File: config.mk
export PLATFORM = sky130hd
export DESIGN_NAME = onewire_bus_master_unit
export DESIGN_NICKNAME = d
export VERILOG_FILES = /design/src/rtl/owbm_pkg.sv /design/src/rtl/onewire_bus_master_unit.sv
export SDC_FILE = /design/constraint.sdc
export NUM_CORES = 1
export LEC_CHECK = 0
export ABC_AREA = 1
export CORE_MARGIN = 1.5
export CORE_UTILIZATION = 51
export DETAILED_ROUTE_END_ITERATION = 12
export DONT_BUFFER_PORTS = 1
export GPL_TIMING_DRIVEN = 0
export MAX_ROUTING_LAYER = met4
export PLACE_DENSITY_LB_ADDON = 0.15
export RECOVER_POWER = 50
export SETUP_SLACK_MARGIN = 0.1
export SLEW_MARGIN = 10
export SYNTH_ARGS = -nofsm -noshare
export SYNTH_HDL_FRONTEND = slang
export SYNTH_SLANG_ARGS = --single-unit
File: constraint.sdc
create_clock -name clk -period 5.6 [get_ports clk]
set_clock_uncertainty 0.15 [all_clocks]
set_input_delay 0.28 -clock clk [delete_from_list [all_inputs] [get_ports clk]]
set_output_delay 0.28 -clock clk [all_outputs]
set_load 0.02 [all_outputs]
File: src/rtl/owbm_pkg.sv
package owbm_pkg;

  // Configuration register file shape
  localparam int NUM_REGS = 8;
  localparam int REG_W    = 10;
  localparam int IDX_W    = 3;

  // Default timer width in bits
  localparam int DEF_TIMER_BITS = 10;

  // Bits moved by a byte command
  localparam int BYTE_BITS = 8;

  // Fixed slot pieces
  localparam int GAP_TICKS      = 2;
  localparam int READ_LOW_TICKS = 2;

  // Register indexes
  localparam logic [IDX_W-1:0] REG_RESET_LOW     = 3'd0;
  localparam logic [IDX_W-1:0] REG_PRESENCE_WAIT = 3'd1;
  localparam logic [IDX_W-1:0] REG_RESET_TAIL    = 3'd2;
  localparam logic [IDX_W-1:0] REG_ZERO_LOW      = 3'd3;
  localparam logic [IDX_W-1:0] REG_ONE_LOW       = 3'd4;
  localparam logic [IDX_W-1:0] REG_ONE_TAIL      = 3'd5;
  localparam logic [IDX_W-1:0] REG_READ_SAMPLE   = 3'd6;
  localparam logic [IDX_W-1:0] REG_READ_TAIL     = 3'd7;

  // Reset values, register 0 in the lowest slice
  localparam logic [NUM_REGS-1:0][REG_W-1:0] CFG_RESET = {
    10'd53, 10'd7, 10'd65, 10'd3, 10'd65, 10'd425, 10'd80, 10'd490
  };

  // Registers whose value range starts at one (zero reads as one)
  localparam logic [NUM_REGS-1:0] CFG_MIN_ONE = 8'b0001_1011;

  // Bus commands
  typedef enum logic [2:0] {
    ACT_NONE  = 3'd0,
    ACT_RESET = 3'd1,
    ACT_WBYTE = 3'd2,
    ACT_RBYTE = 3'd3,
    ACT_WBIT  = 3'd4,
    ACT_RBIT  = 3'd5
  } action_t;

  // Slot sequencer phases
  typedef enum logic [3:0] {
    PH_IDLE      = 4'd0,
    PH_RST_LOW   = 4'd1,
    PH_RST_WAIT  = 4'd2,
    PH_RST_TAIL  = 4'd3,
    PH_RECOVER   = 4'd4,
    PH_WLOW      = 4'd5,
    PH_WTAIL     = 4'd6,
    PH_RLOW      = 4'd7,
    PH_RWAIT     = 4'd8,
    PH_RTAIL     = 4'd9
  } phase_t;

endpackage

File: src/rtl/onewire_bus_master_unit.sv
// Channel  | Dir | Fields (low bit up)                                  | Handshake
// in_      | in  | tuser: action[2:0]; tdata: data_byte[7:0], line_in[8] | tvalid/tready
// out_     | out | tdata: drive_low, busy_res, done_res, presence,       | tvalid/tready
//          |     |        read_data[11:4]                               |
// cfg_     | in  | cfg_index, cfg_wdata                                 | cfg_we
//
// One tick transaction in, one result transaction out; a new tick
// is taken every cycle while the result register is empty or being drained.
// The slot sequencer, its timer and the result register sit in one stage.
// Synchronous active-low reset clears the sequencer, results and the timing
// registers to their defaults. A stall on out_tready holds in_tready low.
module onewire_bus_master_unit #(
  parameter int TIMER_BITS = owbm_pkg::DEF_TIMER_BITS
) (
  input  logic                       clk,
  input  logic                       rst_n,
  // action[2:0]
  input  logic [2:0]                 in_tuser,
  // data_byte[7:0], line_in[8], zero fill above
  input  logic [15:0]                in_tdata,
  input  logic                       in_tvalid,
  output logic                       in_tready,
  // drive_low[0], busy_res[1], done_res[2], presence[3], read_data[11:4], zero fill
  output logic [15:0]                out_tdata,
  output logic                       out_tvalid,
  input  logic                       out_tready,
  input  logic                       cfg_we,
  input  logic [owbm_pkg::IDX_W-1:0] cfg_index,
  input  logic [owbm_pkg::REG_W-1:0] cfg_wdata
);

  localparam int CW = (TIMER_BITS > owbm_pkg::REG_W) ? TIMER_BITS : owbm_pkg::REG_W;
  localparam logic [CW-1:0] TOP = CW'((1 << TIMER_BITS) - 1);
  localparam int ADV_STEPS = 4;

  typedef logic [owbm_pkg::NUM_REGS-1:0][TIMER_BITS-1:0] dur_set_t;

  // Clamp a register value into the timer range
  function automatic logic [TIMER_BITS-1:0] fit(logic [owbm_pkg::REG_W-1:0] v, logic min_one);
    logic [CW-1:0] x;
    x = CW'(v);
    if (min_one && x == '0) x = CW'(1);
    if (x > TOP) x = TOP;
    return x[TIMER_BITS-1:0];
  endfunction

  // Ticks to spend in a phase
  function automatic logic [TIMER_BITS-1:0] dur_of(owbm_pkg::phase_t p, logic b0, dur_set_t fd);
    logic [TIMER_BITS-1:0] d;
    case (p)
      owbm_pkg::PH_RST_LOW:  d = fd[owbm_pkg::REG_RESET_LOW];
      owbm_pkg::PH_RST_WAIT: d = fd[owbm_pkg::REG_PRESENCE_WAIT];
      owbm_pkg::PH_RST_TAIL: d = fd[owbm_pkg::REG_RESET_TAIL];
      owbm_pkg::PH_RECOVER:  d = TIMER_BITS'(owbm_pkg::GAP_TICKS);
      owbm_pkg::PH_WLOW:     d = b0 ? fd[owbm_pkg::REG_ONE_LOW] : fd[owbm_pkg::REG_ZERO_LOW];
      owbm_pkg::PH_WTAIL:    d = fd[owbm_pkg::REG_ONE_TAIL];
      owbm_pkg::PH_RLOW:     d = TIMER_BITS'(owbm_pkg::READ_LOW_TICKS);
      owbm_pkg::PH_RWAIT:    d = fd[owbm_pkg::REG_READ_SAMPLE];
      owbm_pkg::PH_RTAIL:    d = fd[owbm_pkg::REG_READ_TAIL];
      default:               d = '0;
    endcase
    return d;
  endfunction

  logic [owbm_pkg::NUM_REGS-1:0][owbm_pkg::REG_W-1:0] cfg_r;
  dur_set_t fdur;

  owbm_pkg::phase_t      phase_r, phase_nxt;
  logic [TIMER_BITS-1:0] timer_r, timer_nxt;
  logic [3:0]            bitcnt_r, bitcnt_nxt;
  logic [7:0]            shift_r, shift_nxt;
  owbm_pkg::action_t     op_r, op_nxt;
  logic                  pres_r, pres_nxt;
  logic [7:0]            rdata_r, rdata_nxt;
  logic                  drive, done;

  logic                  out_tvalid_r;
  logic [15:0]           out_tdata_r;

  logic                  accept;
  owbm_pkg::action_t     act;
  logic                  line;

  assign act       = owbm_pkg::action_t'(in_tuser);
  assign line      = in_tdata[8];
  assign in_tready = !out_tvalid_r || out_tready;
  assign accept    = in_tvalid && in_tready;

  // Timing registers, written at any time the enable is high
  always_ff @(posedge clk) begin
    if (!rst_n) begin
      cfg_r <= owbm_pkg::CFG_RESET;
    end else if (cfg_we) begin
      cfg_r[cfg_index] <= cfg_wdata;
    end
  end

  // Clamp every register into the timer range
  always_comb begin
    for (int i = 0; i < owbm_pkg::NUM_REGS; i++) begin
      fdur[i] = fit(cfg_r[i], owbm_pkg::CFG_MIN_ONE[i]);
    end
  end

  // One tick of the slot sequencer
  always_comb begin
    logic                  go;
    logic                  fin;
    logic                  is_wr;
    logic [3:0]            total;
    logic [2:0]            idx;
    logic [TIMER_BITS-1:0] d;

    phase_nxt  = phase_r;
    timer_nxt  = timer_r;
    bitcnt_nxt = bitcnt_r;
    shift_nxt  = shift_r;
    op_nxt     = op_r;
    pres_nxt   = pres_r;
    rdata_nxt  = rdata_r;
    drive      = 1'b0;
    done       = 1'b0;
    go         = 1'b0;
    fin        = 1'b0;
    idx        = '0;
    d          = '0;

    // start a command on an idle bus; anything else while busy is dropped
    if (accept && phase_r == owbm_pkg::PH_IDLE &&
        act inside {[owbm_pkg::ACT_RESET:owbm_pkg::ACT_RBIT]}) begin
      op_nxt = act;
      if (act == owbm_pkg::ACT_RESET) begin
        phase_nxt = owbm_pkg::PH_RST_LOW;
      end else begin
        bitcnt_nxt = (act == owbm_pkg::ACT_WBYTE || act == owbm_pkg::ACT_RBYTE) ?
                     4'(owbm_pkg::BYTE_BITS) : 4'd1;
        case (act)
          owbm_pkg::ACT_WBYTE: shift_nxt = in_tdata[7:0];
          owbm_pkg::ACT_WBIT:  shift_nxt = {7'd0, in_tdata[0]};
          default:             shift_nxt = '0;
        endcase
        phase_nxt = owbm_pkg::PH_RECOVER;
      end
      timer_nxt = dur_of(phase_nxt, shift_nxt[0], fdur);
    end

    is_wr = (op_nxt == owbm_pkg::ACT_WBYTE || op_nxt == owbm_pkg::ACT_WBIT);
    total = (op_nxt == owbm_pkg::ACT_WBYTE || op_nxt == owbm_pkg::ACT_RBYTE) ?
            4'(owbm_pkg::BYTE_BITS) : 4'd1;

    // count down the running phase
    if (accept && phase_nxt != owbm_pkg::PH_IDLE) begin
      drive = (phase_nxt == owbm_pkg::PH_RST_LOW || phase_nxt == owbm_pkg::PH_WLOW ||
               phase_nxt == owbm_pkg::PH_RLOW);
      if (timer_nxt != '0) timer_nxt = timer_nxt - TIMER_BITS'(1);
      go = (timer_nxt == '0);
    end

    // end phases in turn, passing through empty ones, until one has ticks or the bus is idle
    for (int k = 0; k < ADV_STEPS; k++) begin
      if (go) begin
        fin = 1'b0;
        case (phase_nxt)
          owbm_pkg::PH_RST_LOW:  phase_nxt = owbm_pkg::PH_RST_WAIT;
          owbm_pkg::PH_RST_WAIT: begin
            pres_nxt  = ~line;
            phase_nxt = owbm_pkg::PH_RST_TAIL;
          end
          owbm_pkg::PH_RECOVER:  phase_nxt = is_wr ? owbm_pkg::PH_WLOW : owbm_pkg::PH_RLOW;
          owbm_pkg::PH_WLOW: begin
            if (shift_nxt[0]) phase_nxt = owbm_pkg::PH_WTAIL;
            else              fin = 1'b1;
          end
          owbm_pkg::PH_WTAIL:    fin = 1'b1;
          owbm_pkg::PH_RLOW:     phase_nxt = owbm_pkg::PH_RWAIT;
          owbm_pkg::PH_RWAIT: begin
            idx       = 3'(total - bitcnt_nxt);
            shift_nxt = shift_nxt | (8'(line) << idx);
            phase_nxt = owbm_pkg::PH_RTAIL;
          end
          owbm_pkg::PH_RTAIL:    fin = 1'b1;
          default:               phase_nxt = owbm_pkg::PH_IDLE;
        endcase

        // close a bit slot: shift out, count down, finish or recover
        if (fin) begin
          if (is_wr) shift_nxt = shift_nxt >> 1;
          bitcnt_nxt = bitcnt_nxt - 4'd1;
          if (bitcnt_nxt == 4'd0) begin
            if (!is_wr) rdata_nxt = shift_nxt;
            phase_nxt = owbm_pkg::PH_IDLE;
          end else begin
            phase_nxt = owbm_pkg::PH_RECOVER;
          end
        end

        if (phase_nxt == owbm_pkg::PH_IDLE) begin
          timer_nxt = '0;
          done      = 1'b1;
          go        = 1'b0;
        end else begin
          d = dur_of(phase_nxt, shift_nxt[0], fdur);
          if (d != '0) begin
            timer_nxt = d;
            go        = 1'b0;
          end
        end
      end
    end
  end

  // Sequencer state advances only on an accepted tick
  always_ff @(posedge clk) begin
    if (!rst_n) begin
      phase_r  <= owbm_pkg::PH_IDLE;
      timer_r  <= '0;
      bitcnt_r <= '0;
      shift_r  <= '0;
      op_r     <= owbm_pkg::ACT_NONE;
      pres_r   <= 1'b0;
      rdata_r  <= '0;
    end else if (accept) begin
      phase_r  <= phase_nxt;
      timer_r  <= timer_nxt;
      bitcnt_r <= bitcnt_nxt;
      shift_r  <= shift_nxt;
      op_r     <= op_nxt;
      pres_r   <= pres_nxt;
      rdata_r  <= rdata_nxt;
    end
  end

  // Result register: load on accept, drop once taken
  always_ff @(posedge clk) begin
    if (!rst_n) begin
      out_tvalid_r <= 1'b0;
    end else if (accept) begin
      out_tvalid_r <= 1'b1;
    end else if (out_tready) begin
      out_tvalid_r <= 1'b0;
    end
  end

  always_ff @(posedge clk) begin
    if (accept) begin
      out_tdata_r <= {4'd0, rdata_nxt, pres_nxt, done,
                      (phase_nxt != owbm_pkg::PH_IDLE), drive};
    end
  end

  assign out_tvalid = out_tvalid_r;
  assign out_tdata  = out_tdata_r;

  // A running phase always has ticks left on its timer
  a_timer_live: assert property (@(posedge clk) disable iff (!rst_n)
    (phase_r != owbm_pkg::PH_IDLE) == (timer_r != '0))
    else $error("timer and phase disagree");

  // Bit slots run only with bits left to move
  a_bits_left: assert property (@(posedge clk) disable iff (!rst_n)
    (phase_r == owbm_pkg::PH_RECOVER || phase_r == owbm_pkg::PH_WLOW ||
     phase_r == owbm_pkg::PH_WTAIL || phase_r == owbm_pkg::PH_RLOW ||
     phase_r == owbm_pkg::PH_RWAIT || phase_r == owbm_pkg::PH_RTAIL) |-> bitcnt_r != 4'd0)
    else $error("bit slot with no bits left");

  // A completion leaves the bus idle
  a_done_idle: assert property (@(posedge clk) disable iff (!rst_n)
    out_tvalid_r && out_tdata_r[2] |-> !out_tdata_r[1])
    else $error("done reported while busy");

  // Every accepted tick yields a result next cycle
  a_result: assert property (@(posedge clk) disable iff (!rst_n)
    accept |=> out_tvalid_r)
    else $error("accepted tick without result");

  // A held result blocks new ticks
  a_stall: assert property (@(posedge clk) disable iff (!rst_n)
    out_tvalid_r && !out_tready |-> !in_tready)
    else $error("tick taken over a stalled result");

endmodule
==> impl.org <==
** Die
- I/O pins :: 55
- The floorplan step defined a core boundary enclosing 18,000 sq um.
- Die height :: 138 um
- Die width :: 138 um
- Row generation in the floorplan step produced 49 rows.
- Area of the die :: 19,100 sq um
- The initial utilization of the core area, before any placement, comes to 51.8%.

** Clocking
- TritonCTS clock tree :: built
- Total number of H-tree levels :: 4
- Number of clock sinks :: 131
- Master cell of the clock root buffer :: sky130_fd_sc_hd__clkbuf_16
- After clock tree synthesis, the clock-pin slew on the worst setup and hold paths is 0.07 ns.
- The longest clock path from root to sink contains 2 buffers.
- The number of clock buffers added by TritonCTS is 17.
- Clock latency reported for the late side of the worst-skew pair :: 0.45 ns

** Setup path
- Max incr delay on CP :: 0.36 ns
- CP endpoint kind :: flop
- End of the worst register-to-register path :: out_tdata[4]
- Data on the critical path arrives at its endpoint at 5.65 ns.
- Origin of the critical flop-to-flop path :: phase_r[0]
- Critical Path Source Type :: flop
- Setup slack of the worst register-to-register path :: -0.02 ns
- Cell with the most instances on the worst path :: sky130_fd_sc_hd__nand2_2
- Among all stages on the critical path, the largest delay is contributed by sky130_fd_sc_hd__dfxtp_4.
- Setup CP Type :: flop to flop
- For the worst flop-to-flop path, the logic depth is 40.
- Worst Path Max Fanout :: 8
- Data required time at the worst endpoint :: 5.64 ns

** Place
- The wire-length estimate of the detail-placed layout is 26,300 um.
- The placed instances occupy a cell area of 9610 sq um.
- Number of buffer cells added on primary ports :: 0
- Placer's final routability congestion estimate :: 0.988

** Logic synthesis
- The average instance in the mapped netlist occupies 6.28 sq um.
- Synthesis instantiated 56 different standard cells from the library.
- Yosys top cell by area :: sky130_fd_sc_hd__dfxtp_1
- Top post-synthesis cells by area :: sky130_fd_sc_hd__dfxtp_1 (26%), sky130_fd_sc_hd__nand2_1 (16%), sky130_fd_sc_hd__nor2_1 (7.2%)
- For this run, the register share of the synthesized area comes to 29.5%.
- Synthesized netlist cell count :: 1,482
- Top cell type's share of synthesized area :: 25.6%
- The cell area that synthesis handed to floorplanning was 9310 sq um.
- During synthesis, Yosys emitted a total of 0 warnings.
- Synth Register Bits :: 131

** Timing
- Fin. max-slew vios :: 0
- Hold is met by 0.00770 ns.
- Final min period :: 5.62 ns
- Setup repair after global routing could not meet its margin everywhere.
- Setup Viol. Count Final :: 2
- The number of endpoints with negative hold slack in the final report was 0.
- Timing would allow up to 178 MHz.
- Transition time at the pin with the least slew margin :: 0.892 ns
- Final setup slack of the worst path :: -0.0157 ns
- Max-Slew Margin vs Limit :: 40.5%
- Period utilization :: 100%

** Global routing
- The total overflow left after global routing is 0.
- Global-route wire length before repair :: 55,800 um
- The initial antenna violation count came to 1.
- Maximum number of pins on one net before global-route repair :: 17
- Number of global-route vias before repair :: 10,162
- Total Routing Usage GR :: 38.7%

** Job
- Maximum capacitance violations :: 0

** Outcome
- The run finished, with violations left.
- Violations in the final reports :: setup timing

** Pwr
- Part of the power in registers :: 28.4%
- The internal power of the cells totals 2.19 mW.
- Proportion of power drawn by combinational gates :: 40.1%
- The analysis attributes to net switching a power of 1.41 mW.
- VDD sags by at most 0.229 mV.
- Of the total power, the share spent switching nets is 39.1%.
- Power share of the clock group :: 31.4%
- For this design the ratio of total power to cell area is 298 nW/um^2.
- Cell leakage power :: 5.57 nW
- Total chip power :: 3.60 mW

** Layout
- The area growth from synthesis to layout is 29.6%.
- The layout has 1,618 filler cells.
- Net count reported at finish :: 1,664
- In the final layout, the share of cells above drive strength 1 is 24.6%.
- Area of all placed cells without fillers :: 12,100 sq um
- The library cell used most frequently in the layout, excluding fill and tap cells, is sky130_fd_sc_hd__nand2_1.
- Most used cells in the layout excluding fill and tap cells :: sky130_fd_sc_hd__nand2_1 (332), sky130_fd_sc_hd__inv_1 (159), sky130_fd_sc_hd__nor2_1 (158)

** Detailed routing
- Post-DR wirelength/cell :: 20.3 um
- The routed layout has 11,038 vias.
- Number of search-and-repair iterations in the first detailed-routing pass :: 9
- Drt initial violations :: 1,228
- Avg Vias per Cell :: 5.94
- Once detail routing completed, the nets flagged for antenna violations numbered 0.
- The final layout contains routed wiring with a total length of 37,700 um.
- After detailed routing, the number of remaining DRC violations is 0.

** Hold path
- Classification of the worst-slack hold path :: input port to flop
- For hold timing, the worst endpoint is op_r[2].
- Along the worst hold path, the cell count comes to 4.
- Worst hold start :: in_tuser[2]
[state kept, by name (all words and copies together), names as in the netlist]
register	count
bitcnt_r	4
cfg_r	80
op_r	3
out_tdata	12
out_tvalid	1
phase_r	4
pres_r	1
rdata_r	8
shift_r	8
timer_r	10
[final cells by class]
| class | count | area (sq um) | area share, % |
|---|---|---|---|
| clock inverters | 14 | 143 | 1.18 |
| multi-input cells | 1104 | 6440 | 53.4 |
| plain buffers | 47 | 289 | 2.39 |
| diodes | 1 | 2.50 | 0.0207 |
| clock buffers | 18 | 429 | 3.56 |
| well taps | 229 | 287 | 2.37 |
| flip-flops and latches | 131 | 2760 | 22.8 |
| inverters | 204 | 797 | 6.60 |
| repair buffers | 109 | 923 | 7.65 |
[per-stage QoR]
| step | utilization (%) | setup WS, ns | setup TNS [ns] | cells |
|---|---|---|---|---|
| after global placement | 53.5 | -1.30 | -38.39 | 1714 |
| after detailed placement | 53.5 | -1.29 | -38.38 | 1714 |
| after global routing | 67.2 | -0.208 | -3.61 | 1857 |
| after floorplan | - | 0.171 | 0 | 1485 |
| final | 67.2 | -0.0157 | -0.0193 | 1857 |
| after CTS | 62.9 | 0.103 | 0 | 1815 |
[kinds of logic after synthesis]
family          count (synthesis)  synth area share [%]
compound gates                262                  16.5
xor+xnor                        4                 0.376
fa+ha+maj                      13                  1.75
buf+inv                       251                  10.9
flops                         131                  29.5
mux                             8                 0.927
other cells                     1                0.0403
simple gates                  812                  40.1
[repair_timing]
| action | CTS | global route |
|---|---|---|
| hold endpoints to repair | 51 | 0 |
| resized for setup | 138 | 125 |
| gates cloned | 3 | 1 |
| setup buffers | 56 | 40 |
| hold buffers | 10 | 0 |
| setup endpoints to repair | 43 | 35 |
| pin swaps | 73 | 68 |
[layer usage]
metal,track usage [%],vias up,share of wire [%]
li1,-,5129,-
met1,47.4,5122,40
met5,-,-,0
met3,6.69,150,8.4
met2,61.3,637,46
met4,19.6,0,6.0
[Yosys cell counts, drive strengths merged]
master / number
nand2: 419
nor2: 201
inv: 194
o21ai: 134
dfxtp: 119
nand3: 112
a21oi: 60
nand4: 52
clkbuf: 32
a221oi: 16
buf: 15
o211ai: 15
ha: 13
edfxtp: 12
nor3: 12
clkinv: 10
a31oi: 7
a22oi: 6
o21bai: 6
mux2: 5
nor4: 5
nand3b: 4
o221ai: 4
xor2: 4
a22o: 3
and2: 3
mux2i: 3
o21a: 3
o22ai: 3
a211oi: 2
and3: 2
or2: 2
a31o: 1
conb: 1
o2111ai: 1
o31ai: 1
[worst max-delay path by stage]
stage / depth (start not counted) / startpoint / endpoint / slack [ns]
floorplan: 40 / out_tvalid / out_tdata[1] / 0.17
global placement: 39 / out_tvalid / shift_r[0] / -1.30
detailed placement: 39 / out_tvalid / shift_r[0] / -1.29
CTS: 41 / out_tvalid / out_tdata[5] / 0.10
global route: 42 / phase_r[0] / shift_r[1] / -0.21
finish: 40 / phase_r[0] / out_tdata[4] / -0.02
[power groups by stage]
stage	logic, mW	clock network (mW)	registers (mW)
after CTS	1.17	1.12	1.02
after global routing	1.53	1.16	1.03
after detailed placement	0.863	0	1.04
after global placement	0.859	0	1.04
final	1.44	1.13	1.02
after floorplan	0.663	0	1.03
[critical path: cells and delay by family (launching register included)]
family,cells,cell delay (ns)
fa+ha+maj,2,0.35
flops,1,0.36
simple gates,27,3.07
buf+inv,10,1.27
compound gates,1,0.17
(Power assumes the default switching activity.)
